==> config.mk <==
export PLATFORM = sky130hd
export DESIGN_NAME = lock_order_cycle_detector
export DESIGN_NICKNAME = d
export VERILOG_FILES = /design/src/locd_pkg.sv /design/src/locd_ctrl.sv /design/src/locd_dp.sv /design/src/lock_order_cycle_detector.sv
export SDC_FILE = /design/constraint.sdc
export NUM_CORES = 2
export LEC_CHECK = 0
export BUFFER_PORTS_ARGS = -buffer_cell sky130_fd_sc_hd__buf_2
export CAP_MARGIN = 10
export CORE_AREA = 4 4 374 376
export DETAILED_ROUTE_END_ITERATION = 8
export DIE_AREA = 0 0 378 380
export GPL_TIMING_DRIVEN = 0
export PLACE_DENSITY = 0.56
export SLEW_MARGIN = 10
export SYNTH_ARGS = -nofsm -noshare
export SYNTH_HDL_FRONTEND = slang
export SYNTH_SLANG_ARGS = --single-unit
==> constraint.sdc <==
create_clock -name clk -period 4.04 [get_ports clk]
set_input_delay 0.808 -clock clk [delete_from_list [all_inputs] [get_ports clk]]
set_output_delay 0.808 -clock clk [all_outputs]
set_load 0.05 [all_outputs]
==> src/locd_pkg.sv <==
package locd_pkg;

    // datapath operations, one per cycle, issued by the controller
    typedef enum logic [3:0] {
        OP_NONE,
        OP_LOAD,
        OP_STK_RD,
        OP_ROW_RD,
        OP_IDX_INC,
        OP_SRCH_INIT,
        OP_SRCH_RD,
        OP_SRCH_OR,
        OP_DECIDE,
        OP_PUSH,
        OP_REL_RD,
        OP_SH_RD,
        OP_SH_WR,
        OP_POP,
        OP_MISS,
        OP_OUT
    } dp_op_t;

    // datapath status seen by the controller
    typedef struct packed {
        logic is_release;
        logic cls_ok;
        logic idx_lt_depth;
        logic idx_zero;
        logic edge_present;
        logic sweep_last;
        logic grew_any;
        logic stk_match;
        logic sh_more;
        logic out_free;
    } dp_status_t;

    localparam int unsigned CLASS_W = 5;
    localparam int unsigned COUNT_W = 5;
    localparam int unsigned TOTAL_W = 16;

endpackage

==> src/locd_ctrl.sv <==
module locd_ctrl (
    input  logic                 clk,
    input  logic                 rst_n,
    input  logic                 in_valid,
    output logic                 in_stall,
    input  locd_pkg::dp_status_t status,
    output locd_pkg::dp_op_t     op
);

    typedef enum logic [3:0] {
        S_IDLE,
        S_DISPATCH,
        S_ACQ_TEST,
        S_ACQ_WSTK,
        S_ACQ_CHK,
        S_SRCH_RD,
        S_SRCH_OR,
        S_DECIDE,
        S_REL_TEST,
        S_REL_CMP,
        S_SH_TEST,
        S_SH_WR,
        S_FIN
    } state_t;

    state_t state_reg;
    state_t state_next;

    // busy whenever an event is in progress
    assign in_stall = (state_reg != S_IDLE);

    // next state and datapath operation
    always_comb
    begin
        state_next = state_reg;
        op         = locd_pkg::OP_NONE;
        unique case (state_reg)
            S_IDLE:
            begin
                if (in_valid)
                begin
                    op         = locd_pkg::OP_LOAD;
                    state_next = S_DISPATCH;
                end
            end
            S_DISPATCH:
            begin
                if (status.is_release)
                    state_next = S_REL_TEST;
                else if (status.cls_ok)
                    state_next = S_ACQ_TEST;
                else
                    state_next = S_FIN;
            end
            S_ACQ_TEST:
            begin
                if (status.idx_lt_depth)
                begin
                    op         = locd_pkg::OP_STK_RD;
                    state_next = S_ACQ_WSTK;
                end
                else
                begin
                    op         = locd_pkg::OP_PUSH;
                    state_next = S_FIN;
                end
            end
            S_ACQ_WSTK:
            begin
                op         = locd_pkg::OP_ROW_RD;
                state_next = S_ACQ_CHK;
            end
            S_ACQ_CHK:
            begin
                if (status.edge_present)
                begin
                    op         = locd_pkg::OP_IDX_INC;
                    state_next = S_ACQ_TEST;
                end
                else
                begin
                    op         = locd_pkg::OP_SRCH_INIT;
                    state_next = S_SRCH_RD;
                end
            end
            S_SRCH_RD:
            begin
                op         = locd_pkg::OP_SRCH_RD;
                state_next = S_SRCH_OR;
            end
            S_SRCH_OR:
            begin
                op = locd_pkg::OP_SRCH_OR;
                if (status.sweep_last && !status.grew_any)
                    state_next = S_DECIDE;
                else
                    state_next = S_SRCH_RD;
            end
            S_DECIDE:
            begin
                op         = locd_pkg::OP_DECIDE;
                state_next = S_ACQ_TEST;
            end
            S_REL_TEST:
            begin
                if (status.idx_zero)
                begin
                    op         = locd_pkg::OP_MISS;
                    state_next = S_FIN;
                end
                else
                begin
                    op         = locd_pkg::OP_REL_RD;
                    state_next = S_REL_CMP;
                end
            end
            S_REL_CMP:
            begin
                if (status.stk_match)
                    state_next = S_SH_TEST;
                else
                    state_next = S_REL_TEST;
            end
            S_SH_TEST:
            begin
                if (status.sh_more)
                begin
                    op         = locd_pkg::OP_SH_RD;
                    state_next = S_SH_WR;
                end
                else
                begin
                    op         = locd_pkg::OP_POP;
                    state_next = S_FIN;
                end
            end
            S_SH_WR:
            begin
                op         = locd_pkg::OP_SH_WR;
                state_next = S_SH_TEST;
            end
            S_FIN:
            begin
                if (status.out_free)
                begin
                    op         = locd_pkg::OP_OUT;
                    state_next = S_IDLE;
                end
            end
            default:
            begin
                state_next = S_IDLE;
            end
        endcase
    end

    // state register
    always_ff @(posedge clk or negedge rst_n)
    begin
        if (!rst_n)
            state_reg <= S_IDLE;
        else
            state_reg <= state_next;
    end

endmodule

==> src/locd_dp.sv <==
module locd_dp #(
    parameter int unsigned NUM_CLASSES = 32,
    parameter int unsigned EDGE_LIMIT  = 256,
    parameter int unsigned STACK_DEPTH = 16
) (
    input  logic                               clk,
    input  logic                               rst_n,
    input  locd_pkg::dp_op_t                   op,
    output locd_pkg::dp_status_t               status,
    input  logic                               cmd,
    input  logic [locd_pkg::CLASS_W-1:0]       lock_class,
    output logic                               out_valid,
    input  logic                               out_stall,
    output logic [locd_pkg::COUNT_W-1:0]       cycle_warnings,
    output logic [locd_pkg::COUNT_W-1:0]       edges_added,
    output logic [locd_pkg::COUNT_W-1:0]       held_count,
    output logic                               not_held,
    output logic [locd_pkg::TOTAL_W-1:0]       warnings_total
);

    localparam int unsigned CW = (NUM_CLASSES > 1) ? $clog2(NUM_CLASSES) : 1;
    localparam int unsigned AW = (STACK_DEPTH > 1) ? $clog2(STACK_DEPTH) : 1;
    localparam int unsigned DW = $clog2(STACK_DEPTH + 1);
    localparam int unsigned EW = $clog2(EDGE_LIMIT + 1);
    localparam logic [locd_pkg::COUNT_W-1:0] CNT_MAX = '1;
    localparam logic [locd_pkg::TOTAL_W-1:0] TOT_MAX = '1;
    localparam logic [locd_pkg::COUNT_W-1:0] CNT_ONE = {{(locd_pkg::COUNT_W-1){1'b0}}, 1'b1};
    localparam logic [locd_pkg::TOTAL_W-1:0] TOT_ONE = {{(locd_pkg::TOTAL_W-1){1'b0}}, 1'b1};

    // memories: order matrix rows and held stack
    logic [NUM_CLASSES-1:0]      mat_mem [NUM_CLASSES];
    logic [locd_pkg::CLASS_W-1:0] stk_mem [STACK_DEPTH];

    logic [NUM_CLASSES-1:0]      row_valid_reg;
    logic [NUM_CLASSES-1:0]      mat_q_reg;
    logic                        mat_v_reg;
    logic [locd_pkg::CLASS_W-1:0] stk_q_reg;

    logic                        cmd_reg;
    logic [locd_pkg::CLASS_W-1:0] cls_reg;
    logic [DW-1:0]               idx_reg;
    logic [DW-1:0]               depth_reg;
    logic [EW-1:0]               edge_total_reg;
    logic [locd_pkg::TOTAL_W-1:0] warn_total_reg;
    logic [locd_pkg::COUNT_W-1:0] warns_reg;
    logic [locd_pkg::COUNT_W-1:0] added_reg;
    logic                        missing_reg;
    logic [CW-1:0]               held_reg;
    logic [NUM_CLASSES-1:0]      row_reg;
    logic [NUM_CLASSES-1:0]      reach_reg;
    logic                        grew_reg;
    logic [CW-1:0]               sweep_reg;

    logic                        out_valid_reg;
    logic [locd_pkg::COUNT_W-1:0] out_warns_reg;
    logic [locd_pkg::COUNT_W-1:0] out_added_reg;
    logic [locd_pkg::COUNT_W-1:0] out_held_reg;
    logic                        out_miss_reg;
    logic [locd_pkg::TOTAL_W-1:0] out_total_reg;

    // derived values
    logic [6:0]             cls_wide;
    logic [6:0]             stk_wide;
    logic [6:0]             depth_wide;
    logic [CW-1:0]          cls_ix;
    logic [CW-1:0]          stk_ix;
    logic [NUM_CLASSES-1:0] cls_bit;
    logic [NUM_CLASSES-1:0] row_rd;
    logic [NUM_CLASSES-1:0] reach_new;
    logic                   grew_now;
    logic                   warn_hit;
    logic                   edge_ok;
    logic                   stk_room;
    logic                   out_free;
    logic [DW-1:0]          idx_dec;
    logic [DW:0]            idx_inc;
    logic [CW-1:0]          mat_raddr;
    logic [AW-1:0]          stk_raddr;

    assign cls_wide   = {2'b00, cls_reg};
    assign stk_wide   = {2'b00, stk_q_reg};
    assign depth_wide = 7'(depth_reg);
    assign cls_ix     = cls_wide[CW-1:0];
    assign stk_ix     = stk_wide[CW-1:0];
    assign cls_bit    = NUM_CLASSES'(1) << cls_ix;
    assign row_rd     = mat_v_reg ? mat_q_reg : '0;
    assign reach_new  = reach_reg | (reach_reg[sweep_reg] ? row_rd : '0);
    assign grew_now   = (reach_new != reach_reg);
    assign warn_hit   = reach_reg[held_reg];
    assign edge_ok    = (edge_total_reg < EW'(EDGE_LIMIT));
    assign stk_room   = (depth_reg < DW'(STACK_DEPTH));
    assign out_free   = !out_valid_reg || !out_stall;
    assign idx_dec    = idx_reg - DW'(1);
    assign idx_inc    = {1'b0, idx_reg} + (DW + 1)'(1);
    assign mat_raddr  = (op == locd_pkg::OP_ROW_RD) ? stk_ix : sweep_reg;

    // stack read address
    always_comb
    begin
        case (op)
            locd_pkg::OP_REL_RD: stk_raddr = idx_dec[AW-1:0];
            locd_pkg::OP_SH_RD:  stk_raddr = idx_inc[AW-1:0];
            default:             stk_raddr = idx_reg[AW-1:0];
        endcase
    end

    // status to the controller
    assign status.is_release   = cmd_reg;
    assign status.cls_ok       = (cls_wide < 7'(NUM_CLASSES));
    assign status.idx_lt_depth = (idx_reg < depth_reg);
    assign status.idx_zero     = (idx_reg == '0);
    assign status.edge_present = row_rd[cls_ix];
    assign status.sweep_last   = (sweep_reg == CW'(NUM_CLASSES - 1));
    assign status.grew_any     = grew_reg || grew_now;
    assign status.stk_match    = (stk_q_reg == cls_reg);
    assign status.sh_more      = (idx_inc < {1'b0, depth_reg});
    assign status.out_free     = out_free;

    // order matrix: one read port, one write port
    always_ff @(posedge clk)
    begin
        if (op == locd_pkg::OP_ROW_RD || op == locd_pkg::OP_SRCH_RD)
            mat_q_reg <= mat_mem[mat_raddr];
        if (op == locd_pkg::OP_DECIDE && !warn_hit && edge_ok)
            mat_mem[held_reg] <= row_reg | cls_bit;
    end

    // held stack: one read port, one write port
    always_ff @(posedge clk)
    begin
        if (op == locd_pkg::OP_STK_RD || op == locd_pkg::OP_REL_RD ||
            op == locd_pkg::OP_SH_RD)
            stk_q_reg <= stk_mem[stk_raddr];
        if (op == locd_pkg::OP_PUSH && stk_room)
            stk_mem[depth_reg[AW-1:0]] <= cls_reg;
        else if (op == locd_pkg::OP_SH_WR)
            stk_mem[idx_reg[AW-1:0]] <= stk_q_reg;
    end

    // counters, search state and result beat
    always_ff @(posedge clk or negedge rst_n)
    begin
        if (!rst_n)
        begin
            row_valid_reg  <= '0;
            mat_v_reg      <= 1'b0;
            cmd_reg        <= 1'b0;
            cls_reg        <= '0;
            idx_reg        <= '0;
            depth_reg      <= '0;
            edge_total_reg <= '0;
            warn_total_reg <= '0;
            warns_reg      <= '0;
            added_reg      <= '0;
            missing_reg    <= 1'b0;
            held_reg       <= '0;
            row_reg        <= '0;
            reach_reg      <= '0;
            grew_reg       <= 1'b0;
            sweep_reg      <= '0;
            out_valid_reg  <= 1'b0;
            out_warns_reg  <= '0;
            out_added_reg  <= '0;
            out_held_reg   <= '0;
            out_miss_reg   <= 1'b0;
            out_total_reg  <= '0;
        end
        else
        begin
            if (op == locd_pkg::OP_ROW_RD || op == locd_pkg::OP_SRCH_RD)
                mat_v_reg <= row_valid_reg[mat_raddr];
            // result beat held until taken, new beat loaded on output
            if (op == locd_pkg::OP_OUT)
                out_valid_reg <= 1'b1;
            else if (!out_stall)
                out_valid_reg <= 1'b0;
            case (op)
                locd_pkg::OP_LOAD:
                begin
                    cmd_reg     <= cmd;
                    cls_reg     <= lock_class;
                    warns_reg   <= '0;
                    added_reg   <= '0;
                    missing_reg <= 1'b0;
                    idx_reg     <= cmd ? depth_reg : '0;
                end
                locd_pkg::OP_ROW_RD:
                begin
                    held_reg <= stk_ix;
                end
                locd_pkg::OP_IDX_INC:
                begin
                    idx_reg <= idx_inc[DW-1:0];
                end
                locd_pkg::OP_SRCH_INIT:
                begin
                    row_reg   <= row_rd;
                    reach_reg <= cls_bit;
                    sweep_reg <= '0;
                    grew_reg  <= 1'b0;
                end
                locd_pkg::OP_SRCH_OR:
                begin
                    reach_reg <= reach_new;
                    if (status.sweep_last)
                    begin
                        sweep_reg <= '0;
                        grew_reg  <= 1'b0;
                    end
                    else
                    begin
                        sweep_reg <= sweep_reg + CW'(1);
                        grew_reg  <= grew_reg || grew_now;
                    end
                end
                locd_pkg::OP_DECIDE:
                begin
                    idx_reg <= idx_inc[DW-1:0];
                    if (warn_hit)
                    begin
                        if (warns_reg != CNT_MAX)
                            warns_reg <= warns_reg + CNT_ONE;
                        if (warn_total_reg != TOT_MAX)
                            warn_total_reg <= warn_total_reg + TOT_ONE;
                    end
                    else if (edge_ok)
                    begin
                        row_valid_reg[held_reg] <= 1'b1;
                        edge_total_reg          <= edge_total_reg + EW'(1);
                        if (added_reg != CNT_MAX)
                            added_reg <= added_reg + CNT_ONE;
                    end
                end
                locd_pkg::OP_PUSH:
                begin
                    if (stk_room)
                        depth_reg <= depth_reg + DW'(1);
                end
                locd_pkg::OP_REL_RD:
                begin
                    idx_reg <= idx_dec;
                end
                locd_pkg::OP_SH_WR:
                begin
                    idx_reg <= idx_inc[DW-1:0];
                end
                locd_pkg::OP_POP:
                begin
                    depth_reg <= depth_reg - DW'(1);
                end
                locd_pkg::OP_MISS:
                begin
                    missing_reg <= 1'b1;
                end
                locd_pkg::OP_OUT:
                begin
                    out_warns_reg <= warns_reg;
                    out_added_reg <= added_reg;
                    out_held_reg  <= (depth_wide > 7'd31) ? CNT_MAX : depth_wide[4:0];
                    out_miss_reg  <= missing_reg;
                    out_total_reg <= warn_total_reg;
                end
                default:
                begin
                end
            endcase
        end
    end

    assign out_valid      = out_valid_reg;
    assign cycle_warnings = out_warns_reg;
    assign edges_added    = out_added_reg;
    assign held_count     = out_held_reg;
    assign not_held       = out_miss_reg;
    assign warnings_total = out_total_reg;

endmodule

==> src/lock_order_cycle_detector.sv <==
// channel | direction | handshake           | beat
// in      | input     | in_valid / in_stall  | cmd, lock_class
// out     | output    | out_valid / out_stall| cycle_warnings, edges_added, held_count,
//         |           |                      | not_held, warnings_total
//
// one event at a time; a release scans the held stack from the top, then shifts entries down
// an acquire checks each held class for an existing edge, and where there is none it runs
// reachability sweeps over the order matrix (1 to NUM_CLASSES sweeps) before it decides
// reset clears the graph through row valid bits at once, no clearing pass
// a result waits in the output register; the next event is taken meanwhile
module lock_order_cycle_detector #(
    parameter int unsigned NUM_CLASSES = 32,
    parameter int unsigned EDGE_LIMIT  = 256,
    parameter int unsigned STACK_DEPTH = 16
) (
    input  logic                         clk,
    input  logic                         rst_n,
    input  logic                         in_valid,
    output logic                         in_stall,
    input  logic                         cmd,
    input  logic [locd_pkg::CLASS_W-1:0] lock_class,
    output logic                         out_valid,
    input  logic                         out_stall,
    output logic [locd_pkg::COUNT_W-1:0] cycle_warnings,
    output logic [locd_pkg::COUNT_W-1:0] edges_added,
    output logic [locd_pkg::COUNT_W-1:0] held_count,
    output logic                         not_held,
    output logic [locd_pkg::TOTAL_W-1:0] warnings_total
);

    locd_pkg::dp_op_t     op;
    locd_pkg::dp_status_t status;

    // sequencer
    locd_ctrl u_ctrl (
        .clk      (clk),
        .rst_n    (rst_n),
        .in_valid (in_valid),
        .in_stall (in_stall),
        .status   (status),
        .op       (op)
    );

    // graph, stack and counters
    locd_dp #(
        .NUM_CLASSES (NUM_CLASSES),
        .EDGE_LIMIT  (EDGE_LIMIT),
        .STACK_DEPTH (STACK_DEPTH)
    ) u_dp (
        .clk            (clk),
        .rst_n          (rst_n),
        .op             (op),
        .status         (status),
        .cmd            (cmd),
        .lock_class     (lock_class),
        .out_valid      (out_valid),
        .out_stall      (out_stall),
        .cycle_warnings (cycle_warnings),
        .edges_added    (edges_added),
        .held_count     (held_count),
        .not_held       (not_held),
        .warnings_total (warnings_total)
    );

endmodule

==> impl_metrics.py <==
metrics = {
    "sta": {
        "rsz0062_at_grt": "true",
        "fin_crit_ns": 4.074,
        "max_slew_margin_pct": 14.63,
        "finalClockSkew_ns": 0.03927,
        "max_freq_mhz": 245.5,
        "setup_viol": 27,
        "setup_tns_ns": -0.5350,
        "fin_crit_sh_pct": 100.8,
        "setup_ws_ns": -0.03395,
        "drv_slew": 0,
        "tightestPinTransition_ns": 1.278,
        "finalHoldViolCount": 0,
    },
    "floorplanning": {
        "die_h_um": 380,
        "die_area_mm2": 0.1436,
        "core_region_area_mm2": 0.1368,
        "io_pins": 44,
        "start_util_pct": 39.64,
        "rows": 136,
        "die_w_um": 378,
    },
    "worst_setup_path": {
        "cp_data_arrival_time_ns": 4.43,
        "path_max_fanout": 33,
        "critPathKind": "flop to flop",
        "rr_worst_depth": 8,
        "end_kind": "flop",
        "setup.worst_path.start_class": "flop",
        "timing.rr.end": "u_dp.mat_mem[12][4]",
        "slowest_stage": "nor2_4",
        "timing.rr.start": "u_dp.held_reg[0]",
        "critPathMaxStageDelay_ns": 0.96,
        "cp.required_ns": 4.40,
        "crit_path_cell_trace": "buf_12, mux4_2, a31oi_1, nand4_1, nor3_4, or3b_1, buf_6, nor2_4",
        "r2r_setup_slack_ns": -0.03,
    },
    "power_and_ir_drop": {
        "p_switching_mw": 14.62,
        "p_per_area_mw_per_mm2": 696.5,
        "vdd_drop_max_mv": 0.3666,
        "total_power_mw": 44.21,
        "clockPowerShare_pct": 29.1,
        "cellLeakagePower_nw": 22.42,
        "combinationalPowerShare_pct": 29.9,
        "seqPwrFrac_pct": 41.0,
        "p_int_mw": 29.60,
        "switching_share_pct": 33.06,
    },
    "global_route": {
        "overflow": 0,
        "antenna_found_initial": 1,
        "grt_pass1_wl_um": 216500,
        "groute.usage.overall_pct": 20.78,
        "grt_max_degree": 102,
        "grt_pass1_vias": 30830,
    },
    "synth": {
        "syn_nets": 3231,
        "syn_area_per_cell_um2": 16.95,
        "synth_area_mm2": 0.05423,
        "synthCells": 3199,
        "async_reset_ff_share_pct": 14.72,
        "yosys_most_used_dff": "edfxtp_1",
        "synth_edf_count": 1141,
        "ys.warnings.count": 0,
        "yosysSeqAreaShare_pct": 72.27,
        "synth.ff_latch_count": 1338,
        "synth_cell_types": 76,
    },
    "cts": {
        "numCtsBuffers": 145,
        "clockBufferDepth": 3,
        "cts-root-buf": "clkbuf_16",
        "clk_latency_ns": 0.78,
        "cts_hold_buf": 0,
        "numClockSinks": 1338,
        "cts.clk_slew.worst_paths_ns": 0.06,
        "h-tree-depth": 4,
        "tritoncts": "yes",
    },
    "run_status": {
        "outcome": "finished, violations left",
        "violations": "negative setup slack",
    },
    "drt": {
        "vias_per_cell": 5.610,
        "routed_wl_um": 148100,
        "drc": 0,
        "wl_per_cell_um": 27.46,
        "drtPass1Iterations": 5,
        "vias": 30258,
        "ant_nets": 0,
        "first_iter_violations": 3197,
    },
    "layout": {
        "areaGrowthSynthToFinish_pct": 17.04,
        "layout.nets": 3514,
        "drive_gt1_share_pct": 24.76,
        "final_area_mm2": 0.06347,
        "regMostFlops": "u_dp.mat_mem",
        "stdcell_count": 5394,
        "fillCellCount": 11729,
        "seq_area_mm2": 0.03920,
        "largest_register_ffs": 1024,
        "multi_input_area_mm2": 0.01451,
    },
    "placement": {
        "dp_hpwl_um": 99290,
        "io_buffers": 43,
        "pre_cts_slack_ns": -0.7040,
        "place.gp.congestion": 0.9538,
        "placedInstanceArea_mm2": 0.05801,
        "dp.cells": 5081,
    },
    "flow_run": {
        "drv_cap": 0,
    },
    "worst_hold_path": {
        "holdCritPathClass": "primary input to async pin",
    },
}
==> area by class of cell <==
type                    count  share of cell area [%]
diodes                      6                 0.02366
plain buffers             171                   1.427
clock buffers             192                   6.174
clock inverters            67                   1.102
inverters                  29                  0.1774
multi-input cells        1661                   22.86
flip-flops and latches   1338                   61.75
well taps                1794                   3.536
repair buffers            136                   2.949
==> power by group through the flow <==
stage,sequential (mW),clock (mW),combinational (mW)
detailed placement,18.4,0,12.9
floorplan,18.2,0,7.75
CTS,18.1,13.1,13.0
global route,18.2,13.8,14.2
finish,18.1,12.9,13.2
global placement,18.5,0,12.2
==> critical path, delay by kind of cell (launching register included) <==
| kind | cells | cell delay [ns] |
|---|---|---|
| mux | 1 | 0.55 |
| compound gates | 1 | 0.21 |
| flops | 1 | 0.47 |
| simple gates | 4 | 2.03 |
| buf+inv | 2 | 0.36 |
==> routing by layer <==
layer	GRT usage, %	vias to the layer above	routed length, µm
met5	0	-	0
met4	8.568	0	6222
met3	4.427	259	10210
met2	31.49	1093	67600
met1	29.37	15883	64100
li1	-	13023	-
==> per-stage QoR <==
stage	hold WS, ns	utilization [%]
detailed placement	0.4453	42.40
global route	0.1213	46.38
floorplan	0.4280	-
finish	0.05984	46.39
global placement	0.4426	41.44
CTS	0.06604	46.19
==> cells in the final DEF (no fill, tap or decap), types with 23 or more instances in the layout <==
master,instances
nand2_1,492
edfxtp_1,1141
nand3_1,180
mux2_2,32
buf_16,27
nand2b_2,23
nor2_4,34
mux4_2,302
inv_1,27
buf_12,33
or2_2,34
a21oi_1,66
clkinv_1,26
clkbuf_16,148
clkbuf_1,98
nor2_1,78
o21ai_0,104
buf_2,83
buf_4,50
dfrtp_1,194
==> how the worst max path moves through the flow <==
stage	start	endpoint	slack, ns	cells past startpoint
6_report	u_dp.held_reg[0]	u_dp.mat_mem[12][4]	-0.03	8
5_1_grt	u_dp.held_reg[0]	u_dp.mat_mem[12][4]	-0.15	8
4_1_cts	u_dp.held_reg[0]	u_dp.mat_mem[12][4]	-0.05	8
3_5_place_dp	u_ctrl.state_reg[3]	u_dp.mat_q_reg[18]	-0.70	11
3_3_place_gp	u_dp.held_reg[0]	u_dp.mat_mem[18][13]	-2.33	7
2_1_floorplan	u_ctrl.state_reg[1]	u_dp.mat_q_reg[0]	0.12	4
==> cell families (layout without fill, tap and decap cells) <==
group | Yosys count | in the layout | synth area share, %
xor gates and xnor gates | 42 | 42 | 0.6922
AOI/OAI and AO/OA | 285 | 285 | 3.205
DFF | 1338 | 1338 | 72.27
other | 0 | 6 | 0
adders and majority gates | 22 | 22 | 0.5214
muxes | 354 | 354 | 13.59
buffers and inverters | 200 | 595 | 1.696
and+or+nand+nor | 958 | 958 | 8.029
==> timing repair <==
action,CTS,global route
gates cloned,0,1
pin swaps,17,6
setup buffers,38,8
setup endpoints to repair,977,233
hold endpoints to repair,0,0
resized for setup,32,57
==> synthesized netlist by cell type, types with 4 or more instances <==
cell type	n	area [µm²]
o22ai_1	18	112.6
dfrtp_1	197	4930
nand3b_1	4	30.03
mux2_2	32	360.4
a21boi_0	4	30.03
and2_1	8	50.05
o221ai_1	4	35.03
a21o_1	8	60.06
ha_1	21	262.8
xnor2_1	21	183.9
o211ai_1	7	52.55
nor2_1	102	382.9
xor2_1	20	175.2
or2_2	34	212.7
nor2b_1	8	50.05
buf_1	21	78.83
mux2i_1	18	180.2
buf_4	19	142.6
buf_2	48	240.2
a21oi_1	66	330.3
nor3_1	20	100.1
a31oi_1	23	143.9
nand4_1	5	31.28
inv_1	28	105.1
buf_6	5	56.30
or3_1	6	37.54
nand2_1	492	1847
nand2b_1	38	237.7
nand3_1	189	945.9
o21ai_0	104	520.5
edfxtp_1	1141	34260
nor2_4	9	101.4
a311oi_1	15	131.4
clkbuf_1	78	292.8
and3_1	14	87.58
or2_1	9	56.30
a211oi_1	5	37.54
mux4_2	302	6802
Power figures use the tool's default switching activity.
